**src/hdl/srts_pkg.sv**
```systemverilog
// Package for the sorted record table search block.
// Holds the table size, the record layout, the operation and status codes
// and the job and state types. No dependencies.
package srts_pkg;

  // Table size and the widths that follow from it.
  localparam int TABLE_DEPTH = 32;
  localparam int IDX_W       = $clog2(TABLE_DEPTH);
  localparam int CNT_W       = $clog2(TABLE_DEPTH + 1);

  // Field widths.
  localparam int ID_W  = 24;
  localparam int AGE_W = 7;
  localparam int SAL_W = 24;

  // Operation codes on the input channel.
  localparam logic [1:0] OP_LOAD   = 2'd0;
  localparam logic [1:0] OP_SEARCH = 2'd1;
  localparam logic [1:0] OP_CLEAR  = 2'd2;

  // Status codes on the result channel.
  localparam logic [1:0] ST_MATCH    = 2'd0;
  localparam logic [1:0] ST_NOTFOUND = 2'd1;
  localparam logic [1:0] ST_FULL     = 2'd2;

  // One stored record, salary in the low bits.
  typedef struct packed {
    logic [ID_W-1:0]  id;
    logic [AGE_W-1:0] age;
    logic [SAL_W-1:0] salary;
  } record_t;

  localparam int REC_W = $bits(record_t);

  // Work classes that the front end hands to the back end.
  typedef enum logic [1:0] {
    JOB_LOAD,
    JOB_SEARCH,
    JOB_CLEAR
  } job_t;

  // One entry of the job queue.
  typedef struct packed {
    job_t    kind;
    record_t rec;
  } job_ent_t;

  // Back end sequencer states.
  typedef enum logic [3:0] {
    BK_IDLE,
    BK_INS_CMP,
    BK_INS_LAST,
    BK_SRCH_CMP,
    BK_DN_CMP,
    BK_UP_START,
    BK_UP_CMP,
    BK_FINISH,
    BK_NOTFOUND,
    BK_FULL
  } bk_state_t;

endpackage

```
**src/hdl/srts_if.sv**
```systemverilog
// Valid/ready channel interfaces for the request and result sides.
// Depends on srts_pkg for the field widths.
interface srts_in_if import srts_pkg::*; ();
  logic             valid;
  logic             ready;
  logic [1:0]       operation;
  logic [ID_W-1:0]  record_id;
  logic [AGE_W-1:0] age;
  logic [SAL_W-1:0] salary;

  modport source (output valid, operation, record_id, age, salary, input ready);
  modport sink   (input valid, operation, record_id, age, salary, output ready);
endinterface

interface srts_out_if import srts_pkg::*; ();
  logic             valid;
  logic             ready;
  logic [1:0]       status;
  logic [ID_W-1:0]  record_id_res;
  logic [AGE_W-1:0] age_res;
  logic [SAL_W-1:0] salary_res;
  logic             last;

  modport source (output valid, status, record_id_res, age_res, salary_res, last,
                  input ready);
  modport sink   (input valid, status, record_id_res, age_res, salary_res, last,
                  output ready);
endinterface

```
**src/hdl/srts_ram.sv**
```systemverilog
// Generic single write port, single read port RAM with registered read.
// No dependencies.
module srts_ram #(
  parameter int WIDTH = 8,
  parameter int DEPTH = 32
) (
  input  logic                     clk,
  input  logic                     we,
  input  logic [$clog2(DEPTH)-1:0] waddr,
  input  logic [WIDTH-1:0]         wdata,
  input  logic [$clog2(DEPTH)-1:0] raddr,
  output logic [WIDTH-1:0]         rdata
);

  logic [WIDTH-1:0] mem [DEPTH];

  // Write port and registered read port.
  always_ff @(posedge clk) begin
    if (we) begin
      mem[waddr] <= wdata;
    end
    rdata <= mem[raddr];
  end

endmodule

```
**src/hdl/srts_front.sv**
```systemverilog
// Front end: accepts requests, classifies them into jobs and queues them.
// Depends on srts_pkg and the srts_in_if interface.
module srts_front import srts_pkg::*; (
  input  logic     clk,
  input  logic     rst_n,
  srts_in_if.sink  in_ch,
  output logic     q_vld,
  output job_ent_t q_ent,
  input  logic     q_pop
);

  job_ent_t   fifo_r [2];
  logic       wr_ptr_r, wr_ptr_nxt;
  logic       rd_ptr_r, rd_ptr_nxt;
  logic [1:0] fill_r, fill_nxt;
  logic       push;
  logic       do_pop;
  job_ent_t   new_ent;
  logic       known_op;

  // Classify the incoming request. Unused codes are dropped here.
  always_comb begin
    new_ent.rec.id     = in_ch.record_id;
    new_ent.rec.age    = in_ch.age;
    new_ent.rec.salary = in_ch.salary;
    new_ent.kind       = JOB_LOAD;
    known_op           = 1'b1;
    case (in_ch.operation)
      OP_LOAD:   new_ent.kind = JOB_LOAD;
      OP_SEARCH: new_ent.kind = JOB_SEARCH;
      OP_CLEAR:  new_ent.kind = JOB_CLEAR;
      default:   known_op     = 1'b0;
    endcase
  end

  assign in_ch.ready = (fill_r != 2'd2);
  assign push        = in_ch.valid && in_ch.ready && known_op;
  assign q_vld       = (fill_r != 2'd0);
  assign q_ent       = fifo_r[rd_ptr_r];
  assign do_pop      = q_pop && q_vld;

  // Pointer and fill bookkeeping of the two-entry queue.
  always_comb begin
    wr_ptr_nxt = push ? ~wr_ptr_r : wr_ptr_r;
    rd_ptr_nxt = do_pop ? ~rd_ptr_r : rd_ptr_r;
    fill_nxt   = fill_r;
    if (push && !do_pop) begin
      fill_nxt = fill_r + 2'd1;
    end else if (!push && do_pop) begin
      fill_nxt = fill_r - 2'd1;
    end
  end

  always_ff @(posedge clk) begin
    if (!rst_n) begin
      wr_ptr_r <= 1'b0;
      rd_ptr_r <= 1'b0;
      fill_r   <= 2'd0;
    end else begin
      wr_ptr_r <= wr_ptr_nxt;
      rd_ptr_r <= rd_ptr_nxt;
      fill_r   <= fill_nxt;
    end
  end

  // Queue storage.
  always_ff @(posedge clk) begin
    if (push) begin
      fifo_r[wr_ptr_r] <= new_ent;
    end
  end

endmodule

```
**src/hdl/srts_back.sv**
```systemverilog
// Back end: runs insertions and binary searches against the record RAM and
// drives the result register. Depends on srts_pkg, srts_ram and srts_out_if.
module srts_back import srts_pkg::*; (
  input  logic      clk,
  input  logic      rst_n,
  input  logic      q_vld,
  input  job_ent_t  q_ent,
  output logic      q_pop,
  srts_out_if.source out_ch
);

  bk_state_t        state_r, state_nxt;
  logic [CNT_W-1:0] count_r, count_nxt;
  logic [IDX_W-1:0] idx_r, idx_nxt;
  logic [IDX_W-1:0] hit_r, hit_nxt;
  logic [CNT_W-1:0] lo_r, lo_nxt;
  logic [CNT_W-1:0] hp_r, hp_nxt;
  record_t          key_r, key_nxt;
  record_t          pend_r, pend_nxt;

  logic             out_vld_r, out_vld_nxt;
  logic [1:0]       out_status_r;
  record_t          out_rec_r;
  logic             out_last_r;

  logic             we;
  logic [IDX_W-1:0] waddr;
  record_t          wdata;
  logic [IDX_W-1:0] rd_addr;
  logic [REC_W-1:0] rdata_raw;
  record_t          rd;

  logic             emit;
  logic [1:0]       emit_status;
  record_t          emit_rec;
  logic             emit_last;
  logic             slot_free;

  logic [CNT_W-1:0] idx_ext;
  logic [CNT_W-1:0] lo_n, hp_n;
  logic [CNT_W:0]   mid_sum;
  logic [CNT_W-1:0] up_j;

  srts_ram #(
    .WIDTH (REC_W),
    .DEPTH (TABLE_DEPTH)
  ) u_ram (
    .clk   (clk),
    .we    (we),
    .waddr (waddr),
    .wdata (wdata),
    .raddr (rd_addr),
    .rdata (rdata_raw)
  );

  assign rd        = record_t'(rdata_raw);
  assign slot_free = !out_vld_r || out_ch.ready;
  assign idx_ext   = CNT_W'(idx_r);

  // Sequencer: next state, RAM control and result emission.
  always_comb begin
    state_nxt   = state_r;
    count_nxt   = count_r;
    idx_nxt     = idx_r;
    hit_nxt     = hit_r;
    lo_nxt      = lo_r;
    hp_nxt      = hp_r;
    key_nxt     = key_r;
    pend_nxt    = pend_r;
    rd_addr     = idx_r;
    we          = 1'b0;
    waddr       = idx_r;
    wdata       = key_r;
    q_pop       = 1'b0;
    emit        = 1'b0;
    emit_status = ST_MATCH;
    emit_rec    = pend_r;
    emit_last   = 1'b0;
    lo_n        = lo_r;
    hp_n        = hp_r;
    mid_sum     = '0;
    up_j        = CNT_W'(hit_r) + CNT_W'(1);

    case (state_r)
      BK_IDLE: begin
        if (q_vld) begin
          q_pop   = 1'b1;
          key_nxt = q_ent.rec;
          case (q_ent.kind)
            JOB_CLEAR: count_nxt = '0;
            JOB_LOAD: begin
              if (count_r == CNT_W'(TABLE_DEPTH)) begin
                state_nxt = BK_FULL;
              end else if (count_r == '0) begin
                we        = 1'b1;
                waddr     = '0;
                wdata     = q_ent.rec;
                count_nxt = count_r + CNT_W'(1);
              end else begin
                idx_nxt   = IDX_W'(count_r - CNT_W'(1));
                rd_addr   = IDX_W'(count_r - CNT_W'(1));
                state_nxt = BK_INS_CMP;
              end
            end
            JOB_SEARCH: begin
              if (count_r == '0) begin
                state_nxt = BK_NOTFOUND;
              end else begin
                lo_nxt    = '0;
                hp_nxt    = count_r;
                mid_sum   = {1'b0, count_r} - (CNT_W+1)'(1);
                idx_nxt   = IDX_W'(mid_sum >> 1);
                rd_addr   = IDX_W'(mid_sum >> 1);
                state_nxt = BK_SRCH_CMP;
              end
            end
            default: ;
          endcase
        end
      end

      // Shift the entry below the hole up while its salary is greater.
      BK_INS_CMP: begin
        we    = 1'b1;
        waddr = IDX_W'(idx_ext + CNT_W'(1));
        if (rd.salary > key_r.salary) begin
          wdata = rd;
          if (idx_r == '0) begin
            state_nxt = BK_INS_LAST;
          end else begin
            idx_nxt = idx_r - IDX_W'(1);
            rd_addr = idx_r - IDX_W'(1);
          end
        end else begin
          wdata     = key_r;
          count_nxt = count_r + CNT_W'(1);
          state_nxt = BK_IDLE;
        end
      end

      BK_INS_LAST: begin
        we        = 1'b1;
        waddr     = '0;
        wdata     = key_r;
        count_nxt = count_r + CNT_W'(1);
        state_nxt = BK_IDLE;
      end

      // One binary search probe per cycle; hp holds the upper bound plus one.
      BK_SRCH_CMP: begin
        if (rd.salary == key_r.salary) begin
          pend_nxt = rd;
          hit_nxt  = idx_r;
          if (idx_r == '0) begin
            state_nxt = BK_UP_START;
          end else begin
            idx_nxt   = idx_r - IDX_W'(1);
            rd_addr   = idx_r - IDX_W'(1);
            state_nxt = BK_DN_CMP;
          end
        end else begin
          if (rd.salary < key_r.salary) begin
            lo_n = idx_ext + CNT_W'(1);
          end else begin
            hp_n = idx_ext;
          end
          lo_nxt = lo_n;
          hp_nxt = hp_n;
          if (lo_n < hp_n) begin
            mid_sum = {1'b0, lo_n} + {1'b0, hp_n} - (CNT_W+1)'(1);
            idx_nxt = IDX_W'(mid_sum >> 1);
            rd_addr = IDX_W'(mid_sum >> 1);
          end else begin
            state_nxt = BK_NOTFOUND;
          end
        end
      end

      // Walk down over equal salaries, one entry per cycle while the result register is free.
      BK_DN_CMP: begin
        if (rd.salary == key_r.salary) begin
          if (slot_free) begin
            emit     = 1'b1;
            pend_nxt = rd;
            if (idx_r == '0) begin
              state_nxt = BK_UP_START;
            end else begin
              idx_nxt = idx_r - IDX_W'(1);
              rd_addr = idx_r - IDX_W'(1);
            end
          end
        end else begin
          state_nxt = BK_UP_START;
        end
      end

      BK_UP_START: begin
        if (up_j < count_r) begin
          idx_nxt   = IDX_W'(up_j);
          rd_addr   = IDX_W'(up_j);
          state_nxt = BK_UP_CMP;
        end else begin
          state_nxt = BK_FINISH;
        end
      end

      // Walk up over equal salaries, one entry per cycle while the result register is free.
      BK_UP_CMP: begin
        if (rd.salary == key_r.salary) begin
          if (slot_free) begin
            emit     = 1'b1;
            pend_nxt = rd;
            if ((idx_ext + CNT_W'(1)) < count_r) begin
              idx_nxt = idx_r + IDX_W'(1);
              rd_addr = idx_r + IDX_W'(1);
            end else begin
              state_nxt = BK_FINISH;
            end
          end
        end else begin
          state_nxt = BK_FINISH;
        end
      end

      // The held match is the final result of the search.
      BK_FINISH: begin
        if (slot_free) begin
          emit      = 1'b1;
          emit_last = 1'b1;
          state_nxt = BK_IDLE;
        end
      end

      BK_NOTFOUND: begin
        if (slot_free) begin
          emit        = 1'b1;
          emit_status = ST_NOTFOUND;
          emit_rec    = '0;
          emit_last   = 1'b1;
          state_nxt   = BK_IDLE;
        end
      end

      BK_FULL: begin
        if (slot_free) begin
          emit        = 1'b1;
          emit_status = ST_FULL;
          emit_rec    = '0;
          emit_last   = 1'b1;
          state_nxt   = BK_IDLE;
        end
      end

      default: state_nxt = BK_IDLE;
    endcase
  end

  // Result register occupancy.
  always_comb begin
    if (emit) begin
      out_vld_nxt = 1'b1;
    end else if (out_ch.ready) begin
      out_vld_nxt = 1'b0;
    end else begin
      out_vld_nxt = out_vld_r;
    end
  end

  // Control state.
  always_ff @(posedge clk) begin
    if (!rst_n) begin
      state_r   <= BK_IDLE;
      count_r   <= '0;
      out_vld_r <= 1'b0;
    end else begin
      state_r   <= state_nxt;
      count_r   <= count_nxt;
      out_vld_r <= out_vld_nxt;
    end
  end

  // Working registers of the current job.
  always_ff @(posedge clk) begin
    idx_r  <= idx_nxt;
    hit_r  <= hit_nxt;
    lo_r   <= lo_nxt;
    hp_r   <= hp_nxt;
    key_r  <= key_nxt;
    pend_r <= pend_nxt;
  end

  // Result payload.
  always_ff @(posedge clk) begin
    if (emit) begin
      out_status_r <= emit_status;
      out_rec_r    <= emit_rec;
      out_last_r   <= emit_last;
    end
  end

  assign out_ch.valid         = out_vld_r;
  assign out_ch.status        = out_status_r;
  assign out_ch.record_id_res = out_rec_r.id;
  assign out_ch.age_res       = out_rec_r.age;
  assign out_ch.salary_res    = out_rec_r.salary;
  assign out_ch.last          = out_last_r;

endmodule

```
**src/hdl/sorted_record_table_search.sv**
```systemverilog
// Top level of the sorted record table search block.
// Depends on srts_pkg, srts_if, srts_front, srts_back and srts_ram.
//
// The block keeps up to TABLE_DEPTH records in ascending salary order in a
// single-port-read RAM, equal salaries in arrival order. A request is queued
// by the front end (two entries deep) and executed by the back end, one
// request at a time. A load is dispatched, then each stored entry with a
// greater salary is shifted up, then the new record is written; the RAM,
// with one read and one write port, shifts entries one per cycle. A load
// into an empty table is written at dispatch, and a load into a full table
// gives a full status. A search is dispatched, then runs its binary search
// probes, at most log2(TABLE_DEPTH) + 1 of them. A miss then gives its
// result. A hit walks the equal entries down, turns to walk them up and
// then closes, each walk ending at the table edge or on a different salary,
// all gated by the result register being taken. A clear is done at
// dispatch. Results come one per cycle at best, the hit first, then lower
// equal entries going down, then higher ones going up, with last set on the
// final one. Unused operation codes are dropped without a result.
module sorted_record_table_search import srts_pkg::*; (
  input  logic       clk,
  input  logic       rst_n,
  srts_in_if.sink    in_ch,
  srts_out_if.source out_ch
);

  logic     q_vld;
  job_ent_t q_ent;
  logic     q_pop;

  // Request intake and job queue.
  srts_front u_front (
    .clk   (clk),
    .rst_n (rst_n),
    .in_ch (in_ch),
    .q_vld (q_vld),
    .q_ent (q_ent),
    .q_pop (q_pop)
  );

  // Table execution and result output.
  srts_back u_back (
    .clk    (clk),
    .rst_n  (rst_n),
    .q_vld  (q_vld),
    .q_ent  (q_ent),
    .q_pop  (q_pop),
    .out_ch (out_ch)
  );

endmodule

```
**src/flat_wrapper.sv**
```systemverilog
// flat-port wrapper written by rule: the top's interface ports become plain ports
module sorted_record_table_search_flat import srts_pkg::*;
  (clk, rst_n, in_ch_valid, in_ch_operation, in_ch_record_id, in_ch_age, in_ch_salary, in_ch_ready, out_ch_valid, out_ch_status, out_ch_record_id_res, out_ch_age_res, out_ch_salary_res, out_ch_last, out_ch_ready);
  srts_in_if in_ch_i ();
  srts_out_if out_ch_i ();
  input  logic clk;
  input  logic rst_n;
  input wire logic [$bits(in_ch_i.valid)-1:0] in_ch_valid;
  input wire logic [$bits(in_ch_i.operation)-1:0] in_ch_operation;
  input wire logic [$bits(in_ch_i.record_id)-1:0] in_ch_record_id;
  input wire logic [$bits(in_ch_i.age)-1:0] in_ch_age;
  input wire logic [$bits(in_ch_i.salary)-1:0] in_ch_salary;
  output wire logic [$bits(in_ch_i.ready)-1:0] in_ch_ready;
  output wire logic [$bits(out_ch_i.valid)-1:0] out_ch_valid;
  output wire logic [$bits(out_ch_i.status)-1:0] out_ch_status;
  output wire logic [$bits(out_ch_i.record_id_res)-1:0] out_ch_record_id_res;
  output wire logic [$bits(out_ch_i.age_res)-1:0] out_ch_age_res;
  output wire logic [$bits(out_ch_i.salary_res)-1:0] out_ch_salary_res;
  output wire logic [$bits(out_ch_i.last)-1:0] out_ch_last;
  input wire logic [$bits(out_ch_i.ready)-1:0] out_ch_ready;
  assign in_ch_i.valid = in_ch_valid;
  assign in_ch_i.operation = in_ch_operation;
  assign in_ch_i.record_id = in_ch_record_id;
  assign in_ch_i.age = in_ch_age;
  assign in_ch_i.salary = in_ch_salary;
  assign in_ch_ready = in_ch_i.ready;
  assign out_ch_valid = out_ch_i.valid;
  assign out_ch_status = out_ch_i.status;
  assign out_ch_record_id_res = out_ch_i.record_id_res;
  assign out_ch_age_res = out_ch_i.age_res;
  assign out_ch_salary_res = out_ch_i.salary_res;
  assign out_ch_last = out_ch_i.last;
  assign out_ch_i.ready = out_ch_ready;
  sorted_record_table_search u_core (.clk(clk), .rst_n(rst_n), .in_ch(in_ch_i), .out_ch(out_ch_i));
endmodule
```
**config.mk**
```make
export PLATFORM = sky130hd
export DESIGN_NAME = sorted_record_table_search_flat
export DESIGN_NICKNAME = d
export VERILOG_FILES = /design/src/hdl/srts_pkg.sv /design/src/hdl/srts_if.sv /design/src/hdl/srts_ram.sv /design/src/hdl/srts_front.sv /design/src/hdl/srts_back.sv /design/src/hdl/sorted_record_table_search.sv /design/src/flat_wrapper.sv
export SDC_FILE = /design/constraint.sdc
export NUM_CORES = 2
export LEC_CHECK = 0
export CELL_PAD_IN_SITES_DETAIL_PLACEMENT = 1
export CELL_PAD_IN_SITES_GLOBAL_PLACEMENT = 2
export CORE_AREA = 4 4 328 653
export CTS_BUF_LIST = sky130_fd_sc_hd__clkbuf_8
export DETAILED_ROUTE_END_ITERATION = 10
export DIE_AREA = 0 0 332 657
export DONT_BUFFER_PORTS = 1
export PLACE_DENSITY_LB_ADDON = 0.1
export SLEW_MARGIN = 20
export SYNTH_ARGS = -nofsm -noshare
export SYNTH_HDL_FRONTEND = slang
export SYNTH_SLANG_ARGS = --single-unit
export TNS_END_PERCENT = 100
```
**constraint.sdc**
```tcl
create_clock -name clk -period 5.7 [get_ports clk]
set_input_delay 0 -clock clk [delete_from_list [all_inputs] [get_ports clk]]
set_output_delay 0 -clock clk [all_outputs]
set_load 0.01 [all_outputs]
```
After elaboration in Yosys (flattened, before gate mapping). Memory sizes are Yosys's and may differ from the RTL's. A register that Yosys moved wholly into a read port is not among the register bits. Cells that the tools add are included.

Register bits after elaboration: 205. Logic and storage cells: 207. Input port bits: 61. Bits in writable memories: 1874. Memories kept: 2. Output and inout bits: 60.

Memories: u_core.u_back.u_ram.mem (words 32, bits a word 55, read ports 1, clocked after Yosys merged registers in 1, wr ports 1, line srts_ram.sv:15) `logic [WIDTH-1:0] mem [DEPTH];`; u_core.u_front.fifo_r (words 2, bits a word 57, read ports 1, clocked after Yosys merged registers in 1, wr ports 1, line srts_front.sv:12) `job_ent_t fifo_r [2];`.

Multiplexer cells: 99. Bitwise logic cells: 2. Equal/unequal tests: 36. Add/subtract/negate cells: 11. $lt $le $gt $ge: 5. Reduce and logical (&&, ||, !) cells: 31.

Operators with widths (count): $mux W55 (10); $pmux W55 S2 (2); $mux W6 (18); $mux W5 (18); $mux W4 (15); $pmux W6 S2 (3); $pmux W5 S6 (1); $pmux W4 S7 (1); $eq A24 B24 Y1 (1); $gt A24 B24 Y1 (1); $lt A24 B24 Y1 (1); $ne A3 B3 Y1 const B (8); $mux W1 (20); $lt A6 B6 Y1 (3); $pmux W6 S3 (1); $eq A4 B3 Y1 const B (4); $pmux W5 S3 (1); $add A5 B1 Y6 const B (2); $sub A6 B1 Y6 const B (2); $ne A2 B1 Y1 const B (5); $ne A2 B2 Y1 const B (5); $pmux W5 S2 (1); $reduce_and A10 Y1 (1); $reduce_bool A2 Y1 (5); other kinds (33) (55).

Depth between registers and ports, before layout.
Word-level depth: 9. Gate-level depth with buffers: 26. Depth with buffers taken out: 22.

Hierarchy. A second synthesis with hierarchy kept.

Cells, all modules: 4918. Area total of the unflattened synthesis: 84119.4 um^2.

By module, submodules not included: srts_ram (sequential area each 53951.7 um^2, instances 1, cells an instance 3847, area each 69527.9 um^2); srts_back (sequential area each 5875.6 um^2, instances 1, cells an instance 867, area each 10226.1 um^2); srts_front (sequential area each 3523.4 um^2, instances 1, cells an instance 204, area each 4365.4 um^2).

Worst setup path before layout. OpenSTA, ideal clock, no wires.

Path kind: register to register. From: register u_core.u_back.key_r[23] in the netlist's numbering. To: register u_core.u_back.u_ram.rdata[13], read port of u_core.u_back.u_ram.mem. Path buffers: 4. Slack: -172 ps. Clock period less this slack: 5872 ps. Arrival time: 5780 ps. Required time: 5608 ps. Cell stages (with the launch flop): 25. Library setup time: 92 ps. Path through: edfxtp_1 inv_1 ha_1 nand4_4 nor4_4 o311ai_4 nand3_1 clkbuf_1 mux2i_1 inv_1 ha_1 ha_1 inv_1 fa_1 xor2_1 nand2_1 a211oi_1 o221ai_1 a211oi_1 buf_2 buf_2 clkbuf_1 mux2i_1 o22ai_1 nor4_1.

Word-level cells in the longest chain between the ends: 9. Elaborated cells on any way between the ends: 18. Those cells by class: add/sub (2); order compare (3); eq/ne (1); mux (12).

RTL lines: start: declaration (line srts_back.sv:18) `record_t key_r, key_nxt;`; start signal: assignment (line srts_back.sv:288) `key_r <= key_nxt;`; $lt A24 B24 Y1 (line srts_back.sv:162) `if (rd.salary < key_r.salary) begin`; $mux W6 (line srts_back.sv:162); $mux W6 (line srts_back.sv:151) `if (rd.salary == key_r.salary) begin`; $mux W6 (line srts_back.sv:84) `case (state_r)`; $add A6 B6 Y6 (line srts_back.sv:170) `mid_sum = {1'b0, lo_n} + {1'b0, hp_n} - (CNT_W+1)'(1);`; $sub A6 B1 Y6 (line srts_back.sv:170); $mux W5 (line srts_back.sv:169) `if (lo_n < hp_n) begin`; $mux W5; $pmux W5 S6 (*) (line srts_back.sv:84); end: declaration (line srts_ram.sv:12) `output logic [WIDTH-1:0] rdata`.

Mark *: on every way between the ends. The rest lies on a longest branch, timed or not. The select of a mux whose other input is x is not followed. A chain may end at the register's enable or synchronous reset.

Final worst setup path.
From: register u_core.u_back.u_ram.rdata[8], read port of u_core.u_back.u_ram.mem. To: register u_core.u_back.u_ram.rdata[22], read port of u_core.u_back.u_ram.mem.

Word-level cells in the longest chain between the ends: 9. Elaborated cells on any way between the ends: 18. Those cells by class: add/sub (2); order compare (3); eq/ne (1); mux (12).

RTL lines (line): $lt A24 B24 Y1 (srts_back.sv:162); $mux W6 (srts_back.sv:162); $mux W6 (srts_back.sv:151); $mux W6 (srts_back.sv:84); $add A6 B6 Y6 (srts_back.sv:170); $sub A6 B1 Y6 (srts_back.sv:170); $mux W5 (srts_back.sv:169); $mux W5; $pmux W5 S6 (*) (srts_back.sv:84).

Marked as above.

==> impl_metrics.yaml <==
detailed_routing:
  routed-via-count: 51114
  drt-total-wl_um: 292000
  vias_per_cell: 5.61
  avgRoutedWirePerCell_um: 32.0
  dr.pass1.iters: 7
  drtAntennaViolNets: 0
  drt_iter0_drc: 3582
  drc: 0
layout:
  design_area_mm2: 0.102
  area_delta_synth_final_pct: 21.7
  finish.net_count: 6220
  final_common_cell: "edfxtp_1"
  layout-drive-gt1-share_pct: 21.8
  finalNonFillerCells: 9119
  final_cell_mix: "edfxtp_1, nand2_1, buf_4"
  n_fill_cell: 20301
sta:
  setup-tns-final_ns: 0
  finalHoldViolations: 0
  relSlewSlack_pct: 20.0
  fin_crit_sh_pct: 99.2
  final_max_slew_viol_count: 0
  grt_setup_unrepaired: "yes"
  period_minus_slack_ns: 5.66
  setup-violations-final: 0
  timing.fmax_ghz: 0.177
  clock_skew_ns: 0.0467
  hold_ws_ns: 0.113
  worst_slew_pin_slew_ns: 1.19
min_path:
  worst_hold_path_type: "in -> reg"
yosys:
  avgSynthCellArea_um2: 15.7
  yosys.area.top_type_share_pct: 74.1
  synth.area.top_cells: "edfxtp_1, mux2i_1, nand2_1"
  syn_inst: 5303
  synth_nets: 5418
  synth-seq-cells: 2135
  synthArstFlopShare_pct: 0
  yosys_warnings: 0
  synth-edff-count: 2059
  synth_top_area_cell: "edfxtp_1"
  ys_seq_area_share_pct: 75.9
  ys.flop_type: "edfxtp_1"
  netlist_area_mm2: 0.0834
  yosysUniqueCellTypes: 75
floorplan:
  design.core.area_mm2: 0.210
  io_pins: 121
  die_area_mm2: 0.218
  start_util_pct: 39.8
  die_w_um: 332
  num_rows: 238
  fp.dieH_um: 657
power_and_ir_drop:
  leakage_nw: 35.1
  ir_drop_uv: 562
  power_density_mw_per_mm2: 702
  finalPower_mw: 71.2
global_route:
  grt_pass1_vias: 54099
  overflow: 0
  grt_usage_pct: 25.9
  antenna_found_initial: 7
  grt_pass1_wl_um: 404000
  grt_max_degree: 56
worst_setup_path:
  endpoint: "u_core.u_back.u_ram.rdata[22]$_DFF_P_"
  cp_max_fo: 14
  arrival_ns: 6.45
  worst_setup_path_start_kind: "flop"
  reg2reg_slack_ns: 0.04
  r2r.worst_path.cells: 26
  r2r_start: "u_core.u_back.u_ram.rdata[8]$_DFF_P_"
  r2r_end: "u_core.u_back.u_ram.rdata[22]$_DFF_P_"
  startpoint: "u_core.u_back.u_ram.rdata[8]$_DFF_P_"
  path_class: "reg -> reg"
  crit_path_end_kind: "flop"
  required_ns: 6.49
placed_design:
  port_buffers: 0
  dp_cells: 8348
  place_area_mm2: 0.0921
  place_congestion: 0.855
  dp_hpwl_um: 175000
clock_tree:
  cts_buffer_depth: 4
  cts_buffers: 317
  root_buffer: "clkbuf_8"
  clkTransAtPathRegs_ns: 0.07
  cts.sinks: 2135
  clock_latency_ns: 0.95
  htreeDepth: 5
  cts_tree: "built"
outcome:
  status: "completed"
job:
  cap_viol_max_count: 0
[critical path, stage by stage (launching register included)]
cell and delay [ns]:
dfxtp_1 0.37, ha_1 0.31, nand4_1 0.11, buf_6 0.15, nor4_4 0.30, buf_12 0.17
o311ai_4 0.10, nand3_4 0.11, buf_6 0.14, buf_4 0.12, mux2i_2 0.24, ha_1 0.31
buf_4 0.15, ha_1 0.34, xor2_2 0.17, nand2_1 0.08, a211oi_2 0.17, buf_4 0.15
o221ai_4 0.10, a211oi_4 0.33, buf_12 0.15, buf_12 0.14, buf_12 0.21, buf_4 0.22
mux2i_1 0.20, o22ai_1 0.15, nor4_4 0.43
[layer usage]
layer / wire length, um / vias to the layer above / GRT usage (%)
li1: - / 22043 / -
met1: 106000 / 27200 / 29.1
met2: 164000 / 1388 / 50.6
met3: 10900 / 483 / 2.65
met4: 10800 / 0 / 8.96
met5: 0 / - / 0
[report_power, final]
| part | total, mW | switching, mW | internal (mW) |
|---|---|---|---|
| logic | 36.8 | 21.9 | 14.9 |
| registers | 22.7 | 0.764 | 21.9 |
| clock network | 11.8 | 6.03 | 5.77 |
[repair_timing]
item,4_1_cts,5_1_grt
setup endpoints to repair,55,55
buffers inserted,30,35
gates resized for setup,87,171
pin swaps,22,73
hold buffers,122,0
cloned,7,10
hold endpoints to repair,201,0
[cells by family after synthesis]
group	count (synthesis)	synth area share (%)
AOI/OAI and AO/OA	484	4.36
adders and majority gates	54	0.819
and+or+nand+nor	1679	9.14
muxes	567	7.71
buffers and inverters	360	1.80
xor gates and xnor gates	24	0.252
DFF	2135	75.9
[metrics by stage]
stage	setup slack, ns	util, %
2_1_floorplan	0.0523	-
3_3_place_gp	-0.891	43.9
3_5_place_dp	-0.862	43.9
4_1_cts	0.000618	47.7
5_1_grt	-0.154	48.4
6_report	0.0441	48.4
[worst min path at each step]
stage | startpoint | to | slack (ns) | depth (start not counted)
6_report | out_ch_ready | u_core.u_back.state_r[0]$_SDFFE_PN0P_ | 0.11 | 5
3_5_place_dp | in_ch_salary[22] | u_core.u_front.fifo_r[1][22]$_DFFE_PP_ | 0.1 | 0
4_1_cts | out_ch_ready | u_core.u_back.state_r[0]$_SDFFE_PN0P_ | 0.008 | 5
5_1_grt | out_ch_ready | u_core.u_back.state_r[0]$_SDFFE_PN0P_ | 0.14 | 5
2_1_floorplan | in_ch_salary[0] | u_core.u_front.fifo_r[0][0]$_DFFE_PP_ | 0.1 | 0
3_3_place_gp | in_ch_record_id[9] | u_core.u_front.fifo_r[1][40]$_DFFE_PP_ | 0.1 | 0
[synthesized netlist by cell type (69+ instances only)]
library cell and instances:
clkbuf_1 202, dfxtp_1 76, nor2_1 87, mux2i_1 455
nand4_1 69, a21oi_1 96, buf_2 80, nand2_1 933
edfxtp_1 2059, nand3_1 353, a32oi_1 166
[final cells by class]
class,instances,area (um2),share of cell area (%)
inverter,57,245,0.241
antenna,6,15.0,0.0148
sequential,2135,63400,62.4
clock inverter,239,1260,1.24
tap,2760,3450,3.40
clock buffer,328,4510,4.45
multi-input combinational,2808,20000,19.7
timing repair buffer,786,8730,8.60
[sequential cells by signal (all words and copies together), names as in the netlist, 4 cells and up, named ones only]
name and cells:
u_core.u_back.count_r 6, u_core.u_front.fifo_r 114, u_core.u_back.u_ram.mem 1760, u_core.u_back.out_ch.age_res 7, u_core.u_back.hp_r 6, u_core.u_back.out_ch.salary_res 24
u_core.u_back.out_ch.record_id_res 24, u_core.u_back.key_r 55, u_core.u_back.state_r 4, u_core.u_back.lo_r 6, u_core.u_back.hit_r 5, u_core.u_back.u_ram.rdata 55
u_core.u_back.pend_r 55, u_core.u_back.idx_r 5
(Power assumes the default switching activity.)
